File: config.mk
export PLATFORM = sky130hd
export DESIGN_NAME = xor_masked_string_decoder_core_flat
export DESIGN_NICKNAME = d
export VERILOG_FILES = /design/src/hw/rtl/xmsd_pkg.sv /design/src/hw/rtl/xmsd_in_if.sv /design/src/hw/rtl/xmsd_out_if.sv /design/src/hw/rtl/xor_masked_string_decoder_core.sv /design/src/hw/rtl/xmsd_fifo.sv /design/src/hw/rtl/xmsd_front.sv /design/src/hw/rtl/xmsd_back.sv /design/src/flat_wrapper.sv
export SDC_FILE = /design/constraint.sdc
export NUM_CORES = 1
export LEC_CHECK = 0
export ABC_AREA = 1
export BUFFER_PORTS_ARGS = -buffer_cell sky130_fd_sc_hd__buf_2
export CAP_MARGIN = 15
export CORE_MARGIN = 2
export CORE_UTILIZATION = 62
export DETAILED_ROUTE_END_ITERATION = 8
export MAX_ROUTING_LAYER = met4
export PLACE_DENSITY = 0.91
export SLEW_MARGIN = 15
export SYNTH_ARGS = -nofsm -noshare
export SYNTH_HDL_FRONTEND = slang
export SYNTH_SLANG_ARGS = --single-unit
File: constraint.sdc
create_clock -name clk -period 3.85 [get_ports clk]
set_input_delay 0.77 -clock clk [delete_from_list [all_inputs] [get_ports clk]]
set_output_delay 0.77 -clock clk [all_outputs]
set_load 0.01 [all_outputs]
File: src/hw/rtl/xmsd_pkg.sv
// shared types and constants for the masked string decoder
`timescale 1ns / 1ps

package xmsd_pkg;

    localparam int LENGTH_BITS = 32;

    localparam logic [7:0]  PREFIX_EMPTY   = 8'h00;
    localparam logic [7:0]  PREFIX_WIDE_X  = 8'h7F;
    localparam logic [7:0]  PREFIX_NARR_X  = 8'h80;
    localparam logic [15:0] MASK_WIDE      = 16'hAAAA;
    localparam logic [7:0]  MASK_NARROW    = 8'hAA;

    localparam logic [32:0] LEN_CAP = (33'd1 << LENGTH_BITS) - 33'd1;

    typedef enum logic [1:0] {
        KIND_CHAR  = 2'd0,
        KIND_EMPTY = 2'd1,
        KIND_TRUNC = 2'd2
    } kind_t;

    typedef enum logic [1:0] {
        PH_PREFIX,
        PH_LENGTH,
        PH_PAYLOAD
    } phase_t;

    // one classified transaction between front and back
    typedef struct packed {
        kind_t       kind;
        logic        last;
        logic        wide;
        logic        first;
        logic [15:0] data;
    } cmd_t;

    typedef struct packed {
        logic full;
        logic empty;
    } q_stat_t;

endpackage

File: src/hw/rtl/xmsd_in_if.sv
// input byte channel
`timescale 1ns / 1ps

interface xmsd_in_if;
    logic       valid;
    logic       ready;
    logic [7:0] data_byte;
    logic [7:0] key_byte;
    logic       end_of_input;

    modport source (output valid, output data_byte, output key_byte,
                    output end_of_input, input ready);
    modport sink   (input valid, input data_byte, input key_byte,
                    input end_of_input, output ready);
endinterface

File: src/hw/rtl/xmsd_out_if.sv
// decoded result channel
`timescale 1ns / 1ps

interface xmsd_out_if;
    logic        valid;
    logic        ready;
    logic [15:0] char_code;
    logic        last_char;
    logic [1:0]  result_kind;

    modport source (output valid, output char_code, output last_char,
                    output result_kind, input ready);
    modport sink   (input valid, input char_code, input last_char,
                    input result_kind, output ready);
endinterface

File: src/hw/rtl/xor_masked_string_decoder_core.sv
// top level of the masked length-prefixed string decoder
`timescale 1ns / 1ps

// Accepts one encoded byte per clock with its keystream byte and returns
// decoded characters, empty-string markers and truncation errors in input
// order. A parser stage registers the prefix, escaped length and byte-pair
// state each cycle and pushes classified transactions into a two-entry
// queue; a decode stage applies the rolling mask and holds the result in an
// output register. Sustained rate is one byte per cycle while the queue is
// not full; each result is written into the queue and then into the output
// register. Ready drops only when the queue is full.

module xor_masked_string_decoder_core
    import xmsd_pkg::*;
(
    input  logic       clk,
    input  logic       rst_n,
    xmsd_in_if.sink    byte_ch,
    xmsd_out_if.source result_ch
);

    logic    push;
    logic    pop;
    cmd_t    push_data;
    cmd_t    pop_data;
    q_stat_t q_stat;
    logic    q_data_is_narrow_char;

    xmsd_front u_front (
        .clk     (clk),
        .rst_n   (rst_n),
        .byte_ch (byte_ch),
        .q_stat  (q_stat),
        .push    (push),
        .cmd     (push_data)
    );

    xmsd_fifo u_fifo (
        .clk       (clk),
        .rst_n     (rst_n),
        .push      (push),
        .push_data (push_data),
        .pop       (pop),
        .pop_data  (pop_data),
        .stat      (q_stat)
    );

    xmsd_back u_back (
        .clk       (clk),
        .rst_n     (rst_n),
        .q_stat    (q_stat),
        .q_data    (pop_data),
        .pop       (pop),
        .result_ch (result_ch)
    );

    assign q_data_is_narrow_char = (pop_data.kind == KIND_CHAR) && !pop_data.wide;

    // no write into a full queue
    assert property (@(posedge clk) disable iff (!rst_n) push |-> !q_stat.full)
        else $error("queue overflow");

    // no read from an empty queue
    assert property (@(posedge clk) disable iff (!rst_n) pop |-> !q_stat.empty)
        else $error("queue underflow");

    // empty and error results end a string and carry no character
    assert property (@(posedge clk) disable iff (!rst_n)
        result_ch.valid && result_ch.result_kind != KIND_CHAR
        |-> result_ch.last_char && result_ch.char_code == 16'd0)
        else $error("marker result carries data");

    // a narrow character never sets the upper byte
    assert property (@(posedge clk) disable iff (!rst_n)
        pop && q_data_is_narrow_char |=> result_ch.char_code[15:8] == 8'h00)
        else $error("narrow character has upper bits");

endmodule

File: src/hw/rtl/xmsd_fifo.sv
// two-entry queue between parser and decode stage
`timescale 1ns / 1ps

module xmsd_fifo
    import xmsd_pkg::*;
(
    input  logic    clk,
    input  logic    rst_n,
    input  logic    push,
    input  cmd_t    push_data,
    input  logic    pop,
    output cmd_t    pop_data,
    output q_stat_t stat
);

    cmd_t       mem_reg [2];
    logic       wr_ptr_reg;
    logic       rd_ptr_reg;
    logic [1:0] count_reg;
    logic [1:0] count_next;

    always_comb
    begin
        count_next = count_reg;
        if (push && !pop)
        begin
            count_next = count_reg + 2'd1;
        end
        else if (pop && !push)
        begin
            count_next = count_reg - 2'd1;
        end
    end

    always_ff @(posedge clk or negedge rst_n)
    begin
        if (!rst_n)
        begin
            wr_ptr_reg <= 1'b0;
            rd_ptr_reg <= 1'b0;
            count_reg  <= 2'd0;
        end
        else
        begin
            count_reg <= count_next;
            if (push)
            begin
                wr_ptr_reg <= ~wr_ptr_reg;
            end
            if (pop)
            begin
                rd_ptr_reg <= ~rd_ptr_reg;
            end
        end
    end

    always_ff @(posedge clk)
    begin
        if (push)
        begin
            mem_reg[wr_ptr_reg] <= push_data;
        end
    end

    assign pop_data   = mem_reg[rd_ptr_reg];
    assign stat.full  = (count_reg == 2'd2);
    assign stat.empty = (count_reg == 2'd0);

endmodule

File: src/hw/rtl/xmsd_front.sv
// byte parser: prefix, escaped length and payload byte pairing
`timescale 1ns / 1ps

module xmsd_front
    import xmsd_pkg::*;
(
    input  logic    clk,
    input  logic    rst_n,
    xmsd_in_if.sink byte_ch,
    input  q_stat_t q_stat,
    output logic    push,
    output cmd_t    cmd
);

    phase_t                 phase_reg, phase_next;
    logic                   wide_reg, wide_next;
    logic [1:0]             seen_reg, seen_next;
    logic [23:0]            len_acc_reg, len_acc_next;
    logic [LENGTH_BITS-1:0] remain_reg, remain_next;
    logic [7:0]             low_reg, low_next;
    logic                   odd_reg, odd_next;
    logic                   first_reg, first_next;

    logic                   accepted;
    logic [7:0]             d;
    logic [7:0]             dk;
    logic [31:0]            full_len;
    logic [LENGTH_BITS-1:0] sat_len;
    logic [LENGTH_BITS-1:0] remain_dec;
    logic [7:0]             narrow_cnt;

    assign byte_ch.ready = !q_stat.full;
    assign accepted      = byte_ch.valid && byte_ch.ready;
    assign d             = byte_ch.data_byte;
    assign dk            = byte_ch.data_byte ^ byte_ch.key_byte;
    assign full_len      = {d, len_acc_reg};
    assign sat_len       = ({1'b0, full_len} > LEN_CAP) ? LEN_CAP[LENGTH_BITS-1:0]
                                                        : full_len[LENGTH_BITS-1:0];
    assign narrow_cnt    = 8'd0 - d;
    assign remain_dec    = (remain_reg != '0) ? remain_reg - LENGTH_BITS'(1) : remain_reg;

    always_ff @(posedge clk or negedge rst_n)
    begin
        if (!rst_n)
        begin
            phase_reg   <= PH_PREFIX;
            wide_reg    <= 1'b0;
            seen_reg    <= 2'd0;
            len_acc_reg <= '0;
            remain_reg  <= '0;
            low_reg     <= '0;
            odd_reg     <= 1'b0;
            first_reg   <= 1'b0;
        end
        else
        begin
            phase_reg   <= phase_next;
            wide_reg    <= wide_next;
            seen_reg    <= seen_next;
            len_acc_reg <= len_acc_next;
            remain_reg  <= remain_next;
            low_reg     <= low_next;
            odd_reg     <= odd_next;
            first_reg   <= first_next;
        end
    end

    always_comb
    begin
        phase_next   = phase_reg;
        wide_next    = wide_reg;
        seen_next    = seen_reg;
        len_acc_next = len_acc_reg;
        remain_next  = remain_reg;
        low_next     = low_reg;
        odd_next     = odd_reg;
        first_next   = first_reg;
        push         = 1'b0;
        cmd          = '0;

        if (accepted)
        begin
            unique case (phase_reg)
                PH_PREFIX:
                begin
                    if (d == PREFIX_EMPTY)
                    begin
                        push      = 1'b1;
                        cmd.kind  = KIND_EMPTY;
                        cmd.last  = 1'b1;
                    end
                    else if (d == PREFIX_WIDE_X || d == PREFIX_NARR_X)
                    begin
                        wide_next    = (d == PREFIX_WIDE_X);
                        seen_next    = 2'd0;
                        len_acc_next = '0;
                        phase_next   = PH_LENGTH;
                    end
                    else
                    begin
                        wide_next   = !d[7];
                        remain_next = d[7] ? LENGTH_BITS'(narrow_cnt) : LENGTH_BITS'(d);
                        odd_next    = 1'b0;
                        low_next    = '0;
                        first_next  = 1'b1;
                        phase_next  = PH_PAYLOAD;
                    end
                end
                PH_LENGTH:
                begin
                    if (seen_reg == 2'd3)
                    begin
                        seen_next = 2'd0;
                        if (full_len == 32'd0 || full_len[31])
                        begin
                            remain_next = '0;
                            phase_next  = PH_PREFIX;
                            push        = 1'b1;
                            cmd.kind    = KIND_EMPTY;
                            cmd.last    = 1'b1;
                        end
                        else
                        begin
                            remain_next = sat_len;
                            odd_next    = 1'b0;
                            low_next    = '0;
                            first_next  = 1'b1;
                            phase_next  = PH_PAYLOAD;
                        end
                    end
                    else
                    begin
                        seen_next = seen_reg + 2'd1;
                        unique case (seen_reg)
                            2'd0:    len_acc_next[7:0]   = d;
                            2'd1:    len_acc_next[15:8]  = d;
                            default: len_acc_next[23:16] = d;
                        endcase
                    end
                end
                default:
                begin
                    if (wide_reg && !odd_reg)
                    begin
                        low_next = dk;
                        odd_next = 1'b1;
                    end
                    else
                    begin
                        odd_next    = 1'b0;
                        first_next  = 1'b0;
                        remain_next = remain_dec;
                        push        = 1'b1;
                        cmd.kind    = KIND_CHAR;
                        cmd.last    = (remain_dec == '0);
                        cmd.wide    = wide_reg;
                        cmd.first   = first_reg;
                        cmd.data    = wide_reg ? {dk, low_reg} : {8'h00, dk};
                        if (remain_dec == '0)
                        begin
                            phase_next = PH_PREFIX;
                        end
                    end
                end
            endcase

            if (byte_ch.end_of_input)
            begin
                // input cut inside a string replaces this byte's own result
                if (phase_next != PH_PREFIX)
                begin
                    push     = 1'b1;
                    cmd      = '0;
                    cmd.kind = KIND_TRUNC;
                    cmd.last = 1'b1;
                end
                phase_next   = PH_PREFIX;
                wide_next    = 1'b0;
                seen_next    = 2'd0;
                len_acc_next = '0;
                remain_next  = '0;
                low_next     = '0;
                odd_next     = 1'b0;
                first_next   = 1'b0;
            end
        end
    end

endmodule

File: src/hw/rtl/xmsd_back.sv
// decode stage: rolling mask and output register
`timescale 1ns / 1ps

module xmsd_back
    import xmsd_pkg::*;
(
    input  logic        clk,
    input  logic        rst_n,
    input  q_stat_t     q_stat,
    input  cmd_t        q_data,
    output logic        pop,
    xmsd_out_if.source  result_ch
);

    logic        out_valid_reg;
    logic [15:0] out_code_reg, out_code_next;
    logic        out_last_reg;
    kind_t       out_kind_reg;
    logic [15:0] mask_reg, mask_next;
    logic [15:0] mask_cur;

    assign pop = !q_stat.empty && (!out_valid_reg || result_ch.ready);

    always_comb
    begin
        if (q_data.first)
        begin
            mask_cur = q_data.wide ? MASK_WIDE : {8'h00, MASK_NARROW};
        end
        else
        begin
            mask_cur = mask_reg;
        end

        mask_next     = mask_reg;
        out_code_next = '0;
        if (q_data.kind == KIND_CHAR)
        begin
            if (q_data.wide)
            begin
                out_code_next = q_data.data ^ mask_cur;
                mask_next     = mask_cur + 16'd1;
            end
            else
            begin
                out_code_next = {8'h00, q_data.data[7:0] ^ mask_cur[7:0]};
                mask_next     = {8'h00, mask_cur[7:0] + 8'd1};
            end
        end
    end

    always_ff @(posedge clk or negedge rst_n)
    begin
        if (!rst_n)
        begin
            out_valid_reg <= 1'b0;
            mask_reg      <= '0;
        end
        else
        begin
            if (pop)
            begin
                out_valid_reg <= 1'b1;
                mask_reg      <= mask_next;
            end
            else if (result_ch.ready)
            begin
                out_valid_reg <= 1'b0;
            end
        end
    end

    always_ff @(posedge clk)
    begin
        if (pop)
        begin
            out_code_reg <= out_code_next;
            out_last_reg <= q_data.last;
            out_kind_reg <= q_data.kind;
        end
    end

    assign result_ch.valid       = out_valid_reg;
    assign result_ch.char_code   = out_code_reg;
    assign result_ch.last_char   = out_last_reg;
    assign result_ch.result_kind = out_kind_reg;

endmodule

File: src/flat_wrapper.sv
// flat-port wrapper written by rule: the top's interface ports become plain ports
module xor_masked_string_decoder_core_flat import xmsd_pkg::*;
  (clk, rst_n, byte_ch_valid, byte_ch_data_byte, byte_ch_key_byte, byte_ch_end_of_input, byte_ch_ready, result_ch_valid, result_ch_char_code, result_ch_last_char, result_ch_result_kind, result_ch_ready);
  xmsd_in_if byte_ch_i ();
  xmsd_out_if result_ch_i ();
  input  logic clk;
  input  logic rst_n;
  input wire logic [$bits(byte_ch_i.valid)-1:0] byte_ch_valid;
  input wire logic [$bits(byte_ch_i.data_byte)-1:0] byte_ch_data_byte;
  input wire logic [$bits(byte_ch_i.key_byte)-1:0] byte_ch_key_byte;
  input wire logic [$bits(byte_ch_i.end_of_input)-1:0] byte_ch_end_of_input;
  output wire logic [$bits(byte_ch_i.ready)-1:0] byte_ch_ready;
  output wire logic [$bits(result_ch_i.valid)-1:0] result_ch_valid;
  output wire logic [$bits(result_ch_i.char_code)-1:0] result_ch_char_code;
  output wire logic [$bits(result_ch_i.last_char)-1:0] result_ch_last_char;
  output wire logic [$bits(result_ch_i.result_kind)-1:0] result_ch_result_kind;
  input wire logic [$bits(result_ch_i.ready)-1:0] result_ch_ready;
  assign byte_ch_i.valid = byte_ch_valid;
  assign byte_ch_i.data_byte = byte_ch_data_byte;
  assign byte_ch_i.key_byte = byte_ch_key_byte;
  assign byte_ch_i.end_of_input = byte_ch_end_of_input;
  assign byte_ch_ready = byte_ch_i.ready;
  assign result_ch_valid = result_ch_i.valid;
  assign result_ch_char_code = result_ch_i.char_code;
  assign result_ch_last_char = result_ch_i.last_char;
  assign result_ch_result_kind = result_ch_i.result_kind;
  assign result_ch_i.ready = result_ch_ready;
  xor_masked_string_decoder_core u_core (.clk(clk), .rst_n(rst_n), .byte_ch(byte_ch_i), .result_ch(result_ch_i));
endmodule
==> qor_table.md <==
| Item | This run |
|---|---|
| Worst skew pair latency | 440 ps |
| Nature of the critical path endpoint | flip-flop |
| Worst slew pin tran | 982.6 ps |
| Shortest period the worst path allows | 3275 ps |
| CORE AREA | 13,720 um^2 |
| VDD IR max | 0.5655 mV |
| Family with the most delay on the worst path | simple AND/OR/NAND/NOR gates |
| Total setup buffers inserted after CTS | 0 |
| Post-cts hold buffer count | 0 |
| Number of top-level design ports | 42 |
| Max H-tree Level | 4 |
| Leak Pwr | 4.447 nW |
| Final Hold Viols | 0 |
| Maximum fanout along the worst path | 26 |
| Wirelength per Cell | 17.67 um |
| N_diodes | 0 |
| Netlist Area Pre-Place | 8632 um^2 |
| Die Area | 14,880 um^2 |
| Maximum buffer depth of the clock tree | 2 |
| DR pass1 iterations | 6 |
| Path class of the lowest-slack min-delay path | input port to asynchronous set/reset pin |
| Largest net degree at the start of global routing | 55 |
| Power share of the clock group | 19.1% |
| Area growth, synth to finish | 11.51% |
| Share of cells above drive strength 1 | 10.88% |
| Critical Path Start Type | flip-flop |
| Yosys reg bits | 153 |
| Crit-path most repeated cell | nand2_2 |
| Distinct cells, synth | 44 |
| Clock Skews | 11.38 ps |
| Inst Count DP | 1,315 |
| Antenna viol nets, final | 0 |
| Non-filler cells in the finished layout | 1,347 |
| Count of mapped cells out of synthesis | 1,111 |
| Portion of the post-synthesis area used by sequential elements | 47.89% |
| Max stage delay cell, worst path | dfrtp_1 |
| Total buffers and inverters traversed by the critical path | 2 |
| Root buffer selected by CTS | clkbuf_16 |
| Fill count | 1,036 |
| Maximum clock rate | 305.4 MHz |
| GPL Wtd Cong | 1.038 |
| RSZ-0062 raised after global routing | false |
| Number of buffers added by the clock tree synthesis step | 17 |
| Die extent in x | 122.0 um |
| Vias per Instance | 6.027 |
| Net switching share of the total power | 48.32% |
| Initial core utilization | 62.92% |
| Most frequent cells in the layout | 258 x nand2_1, 155 x nor2_1, 141 x inv_1 |
| Worst setup slack after placement | 512.2 ps |
| Placement Cell Area | 9056 um^2 |
| Least setup slack across all paths after layout | 575.2 ps |
| DIE HEIGHT | 122.0 um |
| Count of max-cap constraint violations | 0 |
| Post-Route Hold Slack | 326.6 ps |
| Critical path data required time | 4060 ps |
| Share of the cycle needed by the critical path after routing | 85.06% |
| Number of port buffers | 41 |
| Total global-route track usage | 34.10% |
| Number of antenna violations at the first check in global routing | 0 |
| Final slew viol count | 0 |
| Clock Sink Count | 153 |
| Run status | complete, no violations |
| CTS tree | done |
| Number of warnings reported in the yosys synthesis log | 0 |
| Arr. time, crit path | 3480 ps |
| Total Neg Setup Slack | 0 ps |
| Net switching component of the power | 0.004050 W |
| Max stage delay on crit path | 370 ps |
| Number of setup violations in the final report | 0 |
| Cell-internal power | 0.004332 W |
| Vias | 8,118 |
| Total non-filler cell area in the finished layout | 9625 um^2 |
| Power per cell area | 870.9 nW/um^2 |
| Cells along the critical path | inv_1, ha_1, nand2_2, nor2_4, nand2_4, nor2_8, inv_4, o21ai_1, nand2_1, nor2_1, nand2_1, nor2_1, nand2_1, nand2_2, nand2_2, nand2_4, nand2_2, nor2_1 |
| Remaining routing DRC violations | 0 |
| Number of global-route vias before repair | 7,444 |
| Fraction of power consumed by combinational cells | 51.8% |
| Nets in the synthesized netlist | 1,140 |
| Global route overflow | 0 |
| Global-route wire length before repair | 37.66 mm |
| Classification of the worst setup path | flip-flop to flip-flop |
| Layout Nets | 1,183 |
| Initial DRC Count | 1,156 |
| CTS resizes | 0 |
| Average size of a mapped cell | 7.770 um^2 |
| Dpl hpwl | 16.74 mm |
| Number of flip-flops in the largest register | 42 |
| Most common cell after layout, fill and taps aside | nand2_1 |
| Seq pwr share | 29.1% |
| Headroom to the max-slew limit | 34.49% |
| DRT Wirelength | 23.80 mm |
| Clock slew at the register clock pins of the worst setup and hold paths | 70 ps |
| Rows | 43 |
==> cell type report <==
type / instances / area, um^2 / share of cell area, %
Clock buffer: 17 / 425.4 / 4.420
Clock inverter: 15 / 143.9 / 1.495
Inverter: 151 / 569.3 / 5.914
Multi-Input combinational cell: 776 / 3802 / 39.50
Sequential cell: 153 / 4134 / 42.95
Tap cell: 180 / 225.2 / 2.340
Timing Repair Buffer: 55 / 325.3 / 3.380
==> worst reg2reg max path, delay by kind of cell (launching register included) <==
family                   cells  cell delay [ps]
AND/OR/NAND/NOR             14             1890
flip-flops                   1              370
adder cells (fa/ha/maj)      1              340
buffers and inverters        2              270
AO/OA/AOI/OAI                1              190
==> worst paths after layout <==
kind,startpoint,end,slack [ps],cells past startpoint
setup / recovery,u_core.u_front.remain_reg[1]$_DFFE_PN0P_,u_core.u_fifo.mem_reg[0][0]$_DFFE_PP_,580,18
hold / removal,rst_n,u_core.u_front.len_acc_reg[10]$_DFFE_PN0P_,330,1
setup reg to reg,u_core.u_front.remain_reg[1]$_DFFE_PN0P_,u_core.u_fifo.mem_reg[0][0]$_DFFE_PP_,580,18
hold reg to reg,u_core.u_back.mask_reg[9]$_DFFE_PN0P_,u_core.u_back.mask_reg[9]$_DFFE_PN0P_,520,1
max in group asynchronous,rst_n,u_core.u_front.remain_reg[4]$_DFFE_PN0P_,2850,2
min in group clk,u_core.u_back.mask_reg[9]$_DFFE_PN0P_,u_core.u_back.mask_reg[9]$_DFFE_PN0P_,520,1
==> routing by layer <==
layer	up-vias	part of all wire, %	track usage (%)
li1	3741	-	-
met5	-	0	-
met3	92	11	7.069
met4	0	3.4	13.94
met1	3717	40	45.78
met2	568	46	50.98
==> Yosys cell counts (all sizes together) <==
library cell	number	share of area [%]
a32o	2	0.23
ha	8	1.2
clkinv	2	0.087
o21a	1	0.087
a22oi	2	0.17
a31oi	1	0.073
nor2	170	8.0
a21oi	20	1.2
mux2i	7	0.81
nand3b	2	0.17
a31o	1	0.10
buf	6	0.49
o21ai	109	6.4
o22ai	46	3.3
and3	1	0.073
nand2	268	12
xnor2	16	1.6
o211ai	3	0.26
nand3	68	4.1
dfrtp	92	27
o21bai	1	0.087
clkbuf	25	1.1
o221ai	1	0.10
o311ai	1	0.10
nor4	4	0.29
edfxtp	61	21
nand4	12	0.87
xor2	14	1.4
inv	149	6.5
or2	1	0.073
nor3	14	0.87
o31ai	3	0.26
==> per-stage QoR <==
| stage | power (W) | utilization [%] |
|---|---|---|
| CTS | 0.008243 | 70.16 |
| detailed placement | 0.006603 | 66.01 |
| global route | 0.008896 | 70.16 |
| floorplan | 0.005513 | - |
| global placement | 0.006493 | 66.01 |
| finish | 0.008383 | 70.16 |
==> power by group through the flow <==
stage | clock [W] | combinational, W | sequential [W]
floorplan | 0 | 0.00309 | 0.00242
global placement | 0 | 0.00406 | 0.00243
detailed placement | 0 | 0.00415 | 0.00245
CTS | 0.00160 | 0.00422 | 0.00243
global route | 0.00165 | 0.00476 | 0.00248
finish | 0.00160 | 0.00435 | 0.00244
==> cell families after synthesis <==
kind of cell | synth area share, %
AO/OA/AOI/OAI | 12.38
XOR/XNOR | 3.044
adder cells (fa/ha/maj) | 1.160
buffers and inverters | 8.175
flip-flops | 47.89
multiplexers | 0.8117
AND/OR/NAND/NOR | 26.54
Note: power is estimated with default switching activity, not from simulation.
